==> config.mk <==
export PLATFORM = sky130hd
export DESIGN_NAME = soc_from_voltage_interpolation
export DESIGN_NICKNAME = d
export VERILOG_FILES = /design/src/sv/sfvi_pkg.sv /design/src/sv/sfvi_front.sv /design/src/sv/sfvi_fifo.sv /design/src/sv/sfvi_back.sv /design/src/sv/soc_from_voltage_interpolation.sv
export SDC_FILE = /design/constraint.sdc
export NUM_CORES = 2
export LEC_CHECK = 0
export ABC_AREA = 1
export BUFFER_PORTS_ARGS = -buffer_cell sky130_fd_sc_hd__buf_4
export CAP_MARGIN = 10
export CORE_MARGIN = 2
export CORE_UTILIZATION = 70
export DETAILED_ROUTE_END_ITERATION = 6
export HOLD_SLACK_MARGIN = 0.08
export PLACE_DENSITY = 0.87
export SYNTH_ARGS = -nofsm -noshare
export SYNTH_HDL_FRONTEND = slang
export SYNTH_HIERARCHICAL = 1
export SYNTH_SLANG_ARGS = --single-unit
==> constraint.sdc <==
create_clock -name clock -period 23 [get_ports clock]
set_input_delay 2.3 -clock clock [delete_from_list [all_inputs] [get_ports clock]]
set_output_delay 2.3 -clock clock [all_outputs]
set_load 0.01 [all_outputs]
==> src/sv/sfvi_pkg.sv <==
package sfvi_pkg;

   localparam int ROM_PAIRS   = 21;
   localparam int TABLE_PAIRS = 21;
   localparam int CURVE_COUNT = 3;
   localparam int USED_PAIRS  = (TABLE_PAIRS > ROM_PAIRS) ? ROM_PAIRS :
                                ((TABLE_PAIRS < 2) ? 2 : TABLE_PAIRS);
   localparam int SEG_COUNT   = USED_PAIRS - 1;
   localparam int PT_W        = $clog2(ROM_PAIRS);
   localparam int CURVE_W     = $clog2(CURVE_COUNT);

   localparam int VOLT_W  = 16;
   localparam int PCT_W   = 7;
   localparam int SEL_W   = 2;
   localparam int PCT_MAX = 100;
   localparam int QUO_W   = PCT_W;
   localparam int DV_W    = VOLT_W + 1;
   localparam int DY_W    = PCT_W + 1;
   localparam int PROD_W  = DV_W + DY_W;
   localparam int NUM_W   = PROD_W;
   localparam int SUM_W   = PCT_W + 2;

   localparam int FIFO_DEPTH = 4;
   localparam int FIFO_AW    = $clog2(FIFO_DEPTH);
   localparam int FIFO_CW    = $clog2(FIFO_DEPTH + 1);

   typedef enum logic [SEL_W-1:0] {
      CHEM_LFP  = 2'd0,
      CHEM_NCM  = 2'd1,
      CHEM_LFP2 = 2'd2
   } chem_type;

   localparam logic [VOLT_W-1:0] CURVE_MV [CURVE_COUNT][ROM_PAIRS] = '{
      '{16'd4200, 16'd4000, 16'd3650, 16'd3600, 16'd3500, 16'd3450, 16'd3400,
        16'd3360, 16'd3340, 16'd3320, 16'd3300, 16'd3280, 16'd3260, 16'd3240,
        16'd3220, 16'd3200, 16'd3150, 16'd3100, 16'd3000, 16'd2800, 16'd2500},
      '{16'd4200, 16'd4126, 16'd4066, 16'd3980, 16'd3920, 16'd3874, 16'd3830,
        16'd3790, 16'd3750, 16'd3710, 16'd3670, 16'd3630, 16'd3590, 16'd3550,
        16'd3510, 16'd3470, 16'd3420, 16'd3360, 16'd3300, 16'd3200, 16'd3000},
      '{16'd4200, 16'd3650, 16'd3600, 16'd3550, 16'd3500, 16'd3450, 16'd3400,
        16'd3360, 16'd3340, 16'd3320, 16'd3300, 16'd3280, 16'd3260, 16'd3240,
        16'd3220, 16'd3200, 16'd3150, 16'd3100, 16'd3000, 16'd2800, 16'd2650}
   };

   localparam logic [PCT_W-1:0] CURVE_PCT [CURVE_COUNT][ROM_PAIRS] = '{
      '{7'd100, 7'd100, 7'd99, 7'd98, 7'd96, 7'd93, 7'd90, 7'd85, 7'd80, 7'd70,
        7'd60, 7'd50, 7'd40, 7'd30, 7'd20, 7'd10, 7'd4, 7'd2, 7'd0, 7'd0, 7'd0},
      '{7'd100, 7'd100, 7'd95, 7'd90, 7'd85, 7'd80, 7'd75, 7'd70, 7'd65, 7'd60,
        7'd55, 7'd50, 7'd45, 7'd40, 7'd35, 7'd30, 7'd25, 7'd20, 7'd15, 7'd5, 7'd0},
      '{7'd100, 7'd100, 7'd98, 7'd97, 7'd96, 7'd94, 7'd90, 7'd85, 7'd80, 7'd70,
        7'd60, 7'd50, 7'd40, 7'd30, 7'd20, 7'd10, 7'd5, 7'd2, 7'd0, 7'd0, 7'd0}
   };

   typedef struct packed {
      logic                    direct;
      logic [PCT_W-1:0]        pct;
      logic signed [DV_W-1:0]  dv;
      logic signed [DY_W-1:0]  dy;
      logic signed [DV_W-1:0]  dx;
   } seg_type;

   typedef struct packed {
      logic full;
      logic empty;
   } fifo_stat_type;

endpackage

==> src/sv/sfvi_front.sv <==
module sfvi_front import sfvi_pkg::*; (
   input  logic              clock,
   input  logic              reset,
   input  logic              req_valid,
   output logic              req_ready,
   input  logic [VOLT_W-1:0] req_cell_voltage_mv,
   input  logic [SEL_W-1:0]  chem_sel,
   input  fifo_stat_type     fifo_stat,
   output logic              push,
   output seg_type           push_data
);

   logic [CURVE_W-1:0] curve_idx;
   logic [VOLT_W-1:0]  xs [ROM_PAIRS];
   logic [PCT_W-1:0]   ys [ROM_PAIRS];
   logic               desc;
   logic               found;
   logic [PT_W-1:0]    seg_idx;
   logic [PT_W-1:0]    seg_nxt;
   logic [VOLT_W-1:0]  x1;
   logic [VOLT_W-1:0]  x2;
   logic [PCT_W-1:0]   y1;
   logic [PCT_W-1:0]   y2;
   logic [VOLT_W-1:0]  v;
   seg_type            entry_in;
   seg_type            entry_ff;
   logic               vld_in;
   logic               vld_ff;

   always_comb begin
      unique case (chem_type'(chem_sel))
         CHEM_NCM:  curve_idx = CURVE_W'(1);
         CHEM_LFP2: curve_idx = CURVE_W'(2);
         default:   curve_idx = CURVE_W'(0);
      endcase
   end

   assign xs = CURVE_MV[curve_idx];
   assign ys = CURVE_PCT[curve_idx];
   assign v  = req_cell_voltage_mv;

   // first segment that brackets the voltage
   always_comb begin
      desc    = xs[0] >= xs[1];
      found   = 1'b0;
      seg_idx = '0;
      for (int i = SEG_COUNT - 1; i >= 0; i--) begin
         if (desc ? (v <= xs[i] && v >= xs[i+1]) : (v >= xs[i] && v <= xs[i+1])) begin
            found   = 1'b1;
            seg_idx = PT_W'(i);
         end
      end
   end

   assign seg_nxt = seg_idx + PT_W'(1);
   assign x1 = xs[seg_idx];
   assign x2 = xs[seg_nxt];
   assign y1 = ys[seg_idx];
   assign y2 = ys[seg_nxt];

   always_comb begin
      entry_in.dv     = $signed({1'b0, v}) - $signed({1'b0, x1});
      entry_in.dy     = $signed({1'b0, y2}) - $signed({1'b0, y1});
      entry_in.dx     = $signed({1'b0, x2}) - $signed({1'b0, x1});
      entry_in.direct = 1'b1;
      priority if (desc ? (v >= xs[0]) : (v <= xs[0])) begin
         entry_in.pct = ys[0];
      end else if (desc ? (v <= xs[USED_PAIRS-1]) : (v >= xs[USED_PAIRS-1])) begin
         entry_in.pct = ys[USED_PAIRS-1];
      end else if (!found) begin
         entry_in.pct = ys[0];
      end else if (x1 == x2) begin
         entry_in.pct = y1;
      end else begin
         entry_in.pct    = y1;
         entry_in.direct = 1'b0;
      end
   end

   assign req_ready = !vld_ff || !fifo_stat.full;
   assign push      = vld_ff && !fifo_stat.full;
   assign push_data = entry_ff;
   assign vld_in    = req_ready ? req_valid : vld_ff;

   always_ff @(posedge clock) begin
      if (reset) begin
         vld_ff <= 1'b0;
      end else begin
         vld_ff <= vld_in;
      end
   end

   always_ff @(posedge clock) begin
      if (req_ready && req_valid) begin
         entry_ff <= entry_in;
      end
   end

endmodule

==> src/sv/sfvi_fifo.sv <==
module sfvi_fifo import sfvi_pkg::*; (
   input  logic          clock,
   input  logic          reset,
   input  logic          push,
   input  seg_type       push_data,
   input  logic          pop,
   output seg_type       pop_data,
   output fifo_stat_type stat
);

   seg_type              slot_ff [FIFO_DEPTH];
   logic [FIFO_AW-1:0]   wr_ptr_ff;
   logic [FIFO_AW-1:0]   wr_ptr_in;
   logic [FIFO_AW-1:0]   rd_ptr_ff;
   logic [FIFO_AW-1:0]   rd_ptr_in;
   logic [FIFO_CW-1:0]   count_ff;
   logic [FIFO_CW-1:0]   count_in;

   assign stat.full  = count_ff == FIFO_CW'(FIFO_DEPTH);
   assign stat.empty = count_ff == '0;
   assign pop_data   = slot_ff[rd_ptr_ff];

   always_comb begin
      wr_ptr_in = push ? wr_ptr_ff + FIFO_AW'(1) : wr_ptr_ff;
      rd_ptr_in = pop ? rd_ptr_ff + FIFO_AW'(1) : rd_ptr_ff;
      count_in  = count_ff;
      unique case ({push, pop})
         2'b10:   count_in = count_ff + FIFO_CW'(1);
         2'b01:   count_in = count_ff - FIFO_CW'(1);
         default: count_in = count_ff;
      endcase
   end

   always_ff @(posedge clock) begin
      if (reset) begin
         wr_ptr_ff <= '0;
         rd_ptr_ff <= '0;
         count_ff  <= '0;
      end else begin
         wr_ptr_ff <= wr_ptr_in;
         rd_ptr_ff <= rd_ptr_in;
         count_ff  <= count_in;
      end
   end

   always_ff @(posedge clock) begin
      if (push) begin
         slot_ff[wr_ptr_ff] <= push_data;
      end
   end

endmodule

==> src/sv/sfvi_back.sv <==
module sfvi_back import sfvi_pkg::*; (
   input  logic             clock,
   input  logic             reset,
   input  fifo_stat_type    fifo_stat,
   input  seg_type          pop_data,
   output logic             pop,
   output logic             rsp_valid,
   input  logic             rsp_ready,
   output logic [PCT_W-1:0] rsp_soc_percent
);

   logic adv;

   // product stage
   logic                     s0_vld_ff;
   logic                     s0_direct_ff;
   logic [PCT_W-1:0]         s0_pct_ff;
   logic signed [PROD_W-1:0] s0_prod_ff;
   logic signed [DV_W-1:0]   s0_dx_ff;
   logic signed [PROD_W-1:0] prod_in;

   // magnitude stage and divider steps share one set of arrays
   logic                d_vld_ff    [QUO_W+1];
   logic                d_direct_ff [QUO_W+1];
   logic [PCT_W-1:0]    d_pct_ff    [QUO_W+1];
   logic                d_neg_ff    [QUO_W+1];
   logic [NUM_W-1:0]    d_rem_ff    [QUO_W+1];
   logic [DV_W-1:0]     d_den_ff    [QUO_W+1];
   logic [QUO_W-1:0]    d_quo_ff    [QUO_W+1];
   logic [NUM_W-1:0]    rem0_in;
   logic [DV_W-1:0]     den0_in;

   logic                    out_vld_ff;
   logic                    out_vld_in;
   logic [PCT_W-1:0]        out_pct_ff;
   logic [PCT_W-1:0]        out_pct_in;
   logic signed [SUM_W-1:0] sum;
   logic signed [SUM_W-1:0] quo_s;

   assign adv     = !out_vld_ff || rsp_ready;
   assign pop     = adv && !fifo_stat.empty;
   assign prod_in = PROD_W'(pop_data.dv) * PROD_W'(pop_data.dy);

   always_ff @(posedge clock) begin
      if (reset) begin
         s0_vld_ff <= 1'b0;
      end else if (adv) begin
         s0_vld_ff <= !fifo_stat.empty;
      end
   end

   always_ff @(posedge clock) begin
      if (adv) begin
         s0_direct_ff <= pop_data.direct;
         s0_pct_ff    <= pop_data.pct;
         s0_prod_ff   <= prod_in;
         s0_dx_ff     <= pop_data.dx;
      end
   end

   assign rem0_in = s0_prod_ff[PROD_W-1] ? NUM_W'(-s0_prod_ff) : NUM_W'(s0_prod_ff);
   assign den0_in = s0_dx_ff[DV_W-1] ? DV_W'(-s0_dx_ff) : DV_W'(s0_dx_ff);

   always_ff @(posedge clock) begin
      if (reset) begin
         d_vld_ff[0] <= 1'b0;
      end else if (adv) begin
         d_vld_ff[0] <= s0_vld_ff;
      end
   end

   always_ff @(posedge clock) begin
      if (adv) begin
         d_direct_ff[0] <= s0_direct_ff;
         d_pct_ff[0]    <= s0_pct_ff;
         d_neg_ff[0]    <= s0_prod_ff[PROD_W-1] ^ s0_dx_ff[DV_W-1];
         d_rem_ff[0]    <= rem0_in;
         d_den_ff[0]    <= den0_in;
         d_quo_ff[0]    <= '0;
      end
   end

   // restoring division, one quotient bit per step, msb first
   for (genvar j = 0; j < QUO_W; j++) begin : g_div
      logic [NUM_W-1:0] trial;
      logic             fits;
      logic [NUM_W-1:0] rem_in;
      logic [QUO_W-1:0] quo_in;

      assign trial  = NUM_W'(d_den_ff[j]) << (QUO_W - 1 - j);
      assign fits   = d_rem_ff[j] >= trial;
      assign rem_in = fits ? d_rem_ff[j] - trial : d_rem_ff[j];
      assign quo_in = d_quo_ff[j] | (QUO_W'(fits) << (QUO_W - 1 - j));

      always_ff @(posedge clock) begin
         if (reset) begin
            d_vld_ff[j+1] <= 1'b0;
         end else if (adv) begin
            d_vld_ff[j+1] <= d_vld_ff[j];
         end
      end

      always_ff @(posedge clock) begin
         if (adv) begin
            d_direct_ff[j+1] <= d_direct_ff[j];
            d_pct_ff[j+1]    <= d_pct_ff[j];
            d_neg_ff[j+1]    <= d_neg_ff[j];
            d_rem_ff[j+1]    <= rem_in;
            d_den_ff[j+1]    <= d_den_ff[j];
            d_quo_ff[j+1]    <= quo_in;
         end
      end
   end

   // add to the first point and clamp, or pass a direct entry through
   always_comb begin
      quo_s = $signed({2'b00, d_quo_ff[QUO_W]});
      sum   = $signed({2'b00, d_pct_ff[QUO_W]}) + (d_neg_ff[QUO_W] ? -quo_s : quo_s);
      priority if (d_direct_ff[QUO_W]) begin
         out_pct_in = d_pct_ff[QUO_W];
      end else if (sum < 0) begin
         out_pct_in = '0;
      end else if (sum > SUM_W'(PCT_MAX)) begin
         out_pct_in = PCT_W'(PCT_MAX);
      end else begin
         out_pct_in = sum[PCT_W-1:0];
      end
   end

   assign out_vld_in = adv ? d_vld_ff[QUO_W] : out_vld_ff;

   always_ff @(posedge clock) begin
      if (reset) begin
         out_vld_ff <= 1'b0;
      end else begin
         out_vld_ff <= out_vld_in;
      end
   end

   always_ff @(posedge clock) begin
      if (adv) begin
         out_pct_ff <= out_pct_in;
      end
   end

   assign rsp_valid       = out_vld_ff;
   assign rsp_soc_percent = out_pct_ff;

endmodule

==> src/sv/soc_from_voltage_interpolation.sv <==
// throughput: one request per cycle while rsp_ready does not stall, set by the fully pipelined 7-step divider
// a 4-entry queue separates segment lookup from the multiply/divide pipeline
// reset (synchronous, active high) empties all stages and the queue and
// sets chemistry select to the first LiFePO4 curve
module soc_from_voltage_interpolation import sfvi_pkg::*; (
   input  logic              clock,
   input  logic              reset,
   input  logic              req_valid,
   output logic              req_ready,
   input  logic [VOLT_W-1:0] req_cell_voltage_mv,
   output logic              rsp_valid,
   input  logic              rsp_ready,
   output logic [PCT_W-1:0]  rsp_soc_percent,
   input  logic              csr_wr_en,
   input  logic [SEL_W-1:0]  csr_wr_data
);

   logic [SEL_W-1:0] chem_ff;
   logic [SEL_W-1:0] chem_in;
   fifo_stat_type    fifo_stat;
   logic             push;
   seg_type          push_data;
   logic             pop;
   seg_type          pop_data;

   assign chem_in = csr_wr_en ? csr_wr_data : chem_ff;

   always_ff @(posedge clock) begin
      if (reset) begin
         chem_ff <= SEL_W'(CHEM_LFP);
      end else begin
         chem_ff <= chem_in;
      end
   end

   sfvi_front u_front (
      .clock               (clock),
      .reset               (reset),
      .req_valid           (req_valid),
      .req_ready           (req_ready),
      .req_cell_voltage_mv (req_cell_voltage_mv),
      .chem_sel            (chem_ff),
      .fifo_stat           (fifo_stat),
      .push                (push),
      .push_data           (push_data)
   );

   sfvi_fifo u_fifo (
      .clock     (clock),
      .reset     (reset),
      .push      (push),
      .push_data (push_data),
      .pop       (pop),
      .pop_data  (pop_data),
      .stat      (fifo_stat)
   );

   sfvi_back u_back (
      .clock           (clock),
      .reset           (reset),
      .fifo_stat       (fifo_stat),
      .pop_data        (pop_data),
      .pop             (pop),
      .rsp_valid       (rsp_valid),
      .rsp_ready       (rsp_ready),
      .rsp_soc_percent (rsp_soc_percent)
   );

`ifndef ASSERT_OFF
   a_pct_range: assert property (@(posedge clock) disable iff (reset)
      rsp_valid |-> rsp_soc_percent <= PCT_W'(PCT_MAX))
      else $error("result above full charge");

   a_no_pop_empty: assert property (@(posedge clock) disable iff (reset)
      pop |-> !fifo_stat.empty)
      else $error("queue popped while empty");

   a_no_push_full: assert property (@(posedge clock) disable iff (reset)
      push |-> !fifo_stat.full)
      else $error("queue pushed while full");

   a_reset_idle: assert property (@(posedge clock)
      $past(reset) |-> !rsp_valid)
      else $error("result valid right after reset");
`endif

endmodule

==> impl_metrics.toml <==
[status]
status = "finished with violations"
violations = "DRC"

[floorplan]
die_w_um = 261
die_y_um = 261
rows = 94
ios = 32
die_area_um2 = 68300
start_util = 0.706
core_area_um2 = 65600

[global_routing]
grt_max_degree = 146
grt_pass1_vias = 36900
antenna_found_initial = 0
track_usage = 0.369
grt_first_pass_wirelength_um = 195000
gr-usage-met2 = 0.636
busiest_layer = "met2"
overflow = 0
met3_usage = 0.0679
use_met1 = 0.433

[final_layout]
area_growth_pct = 6.60
final_util = 0.752
fin_nets = 5557
diodes = 0
drive_above_1_share = 0.0695
layout_commonest_cell = "nand2_1"
final_area_um2 = 49400
final_cell_mix = "nand2_1 (1192), inv_1 (763), edfxtp_1 (708)"

[route]
wl_um = 125000
ant_nets = 0
num_vias = 37200
drt-vias-per-instance = 6.11
drc = 3
first_iter_violations = 4383
wl_per_cell_um = 20.5
dr.pass1.iters = 7

[yosys]
synth_area_leader_cell = "edfxtp_1"
synth.area.top_cells = "edfxtp_1 (46%), nand2_1 (9.7%), ha_1 (6.8%)"
synth_ff_type = "edfxtp_1"
syn-num-nets = 5549
asyncSetResetFlopFracSynth = 0
syn_avg_cell_area_um2 = 8.99
yosysSeqAreaShare = 0.465
synthesis.area_um2 = 46300
synth.distinct_cells = 72
synth_edf_count = 708
ys_warn_count = 6
synth_seq_cells = 722
syn_inst = 5155
yosysTopAreaCellShare = 0.459

[timing]
tns_ns = 0
finalSetupViolCount = 0
skew_ns = 0.0426
relSlewSlack = 0.293
whs_ns = 0.415
fin_crit_sh = 0.378
worstMarginPinSlew_ns = 1.06
rsz0062_at_grt = "no"
fmax_mhz = 115
finalCriticalPeriod_ns = 8.69
hold_viol = 0
slew_viol_final = 0

[min_path]
hold_path.class = "register to register"

[placed_design]
dp.final_hpwl_um = 90400
gp_congestion = 1.01
port_buffers = 31
postPlaceCellArea_um2 = 47000

[clocking]
path_clk_slew_ns = 0.06
clkLatencyLatePin_ns = 0.64
htreeDepth = 3
numCtsBuffers = 74
cts_root_buffer = "clkbuf_16"
hold_buffers = 0
cts_tree = "yes"
post_cts_buffers = 0
clk_path_buf_depth = 3
post_cts_resize_count = 0
cts_sinks = 722

[worst_setup_path]
path_class = "input pin to register"
critPathSlowestCell = "inv_2"
worstPathRequired_ns = 23.35
setup.worst_path.end_class = "register"
crit_top_cell = "nand2_1"
max_stage_delay_ns = 0.70
cp.arrival_ns = 9.04
crit_fanout = 28
startpoint_type = "input pin"

[run]
drv_cap = 0
## critical path, delay by kind of cell
family                     cells  cell delay, ns
AOI/OAI and AO/OA             16            3.24
and+or+nand+nor               12            1.55
buffers and inverters          4            1.12
adders and majority gates      2            0.80
## state kept, by name (all words and copies together), names as in the netlist, 17 cells and up, named ones only
signal             count
u_back/s0_prod_ff     25
u_front/push_data     49
u_back/s0_dx_ff       17
u_back/d_pct_ff       56
u_back/d_den_ff      119
u_back/d_rem_ff      175
u_fifo/slot_ff       200
u_back/d_quo_ff       28
## cells in the mapped netlist, types with 26 or more instances
cell type,n
edfxtp_1,708
o21ai_0,200
a21oi_1,266
buf_2,26
xor2_1,110
nand2_1,1192
inv_1,768
o21ai_1,105
fa_1,118
nand3_1,271
o21ai_2,30
o22ai_1,52
nor2_1,453
nor3_1,54
clkbuf_1,44
nand4_1,83
nand2_2,33
xnor2_1,58
inv_2,38
ha_1,253
## stage by stage
| step | std cells | setup WS, ns |
|---|---|---|
| detailed placement | 5951 | 13.92 |
| finish | 6084 | 14.31 |
| global route | 6084 | 13.71 |
| floorplan | 5155 | 9.76 |
| CTS | 6084 | 14.57 |
| global placement | 5951 | 14.03 |
## cell type report
class	count	area [um^2]
clock buffer	92	1920
fill	4445	16200
timing repair buffer	55	413
inverter	812	3070
multi-input combinational	3498	20900
sequential	722	21500
tap	864	1080
clock inverter	41	470
## logic make-up (layout without fill, tap and decap cells)
group,after synthesis,in the layout,share of synthesized area
mux,1,1,0.000216
fa+ha+maj,371,371,0.119
other cells,2,2,0.000162
buf+inv,935,1000,0.0851
compound gates,775,775,0.0959
xor+xnor,168,168,0.0318
flops,722,722,0.465
simple gates,2181,2181,0.203
## final timing paths
path | slack [ns] | endpoint | depth (start not counted) | from
setup / recovery | 14.31 | u_front/push_data[40] | 34 | req_cell_voltage_mv[7]
hold / removal | 0.41 | u_back/d_pct_ff[1][14] | 0 | u_back/d_pct_ff[1][7]
setup reg to reg | 14.50 | u_front/push_data[40] | 39 | chem_ff[0]
hold reg to reg | 0.41 | u_back/d_pct_ff[1][14] | 0 | u_back/d_pct_ff[1][7]
## metal layers
metal  up-vias  part of all wire
met5         -                 0
met4         0             0.065
met3       552             0.084
met2      2024              0.49
met1     17400              0.36
li1      17200                 -
Power is left out: the tool's default activity adds up to more than one toggle a clock period on the data nets, which glitch-free logic cannot reach.
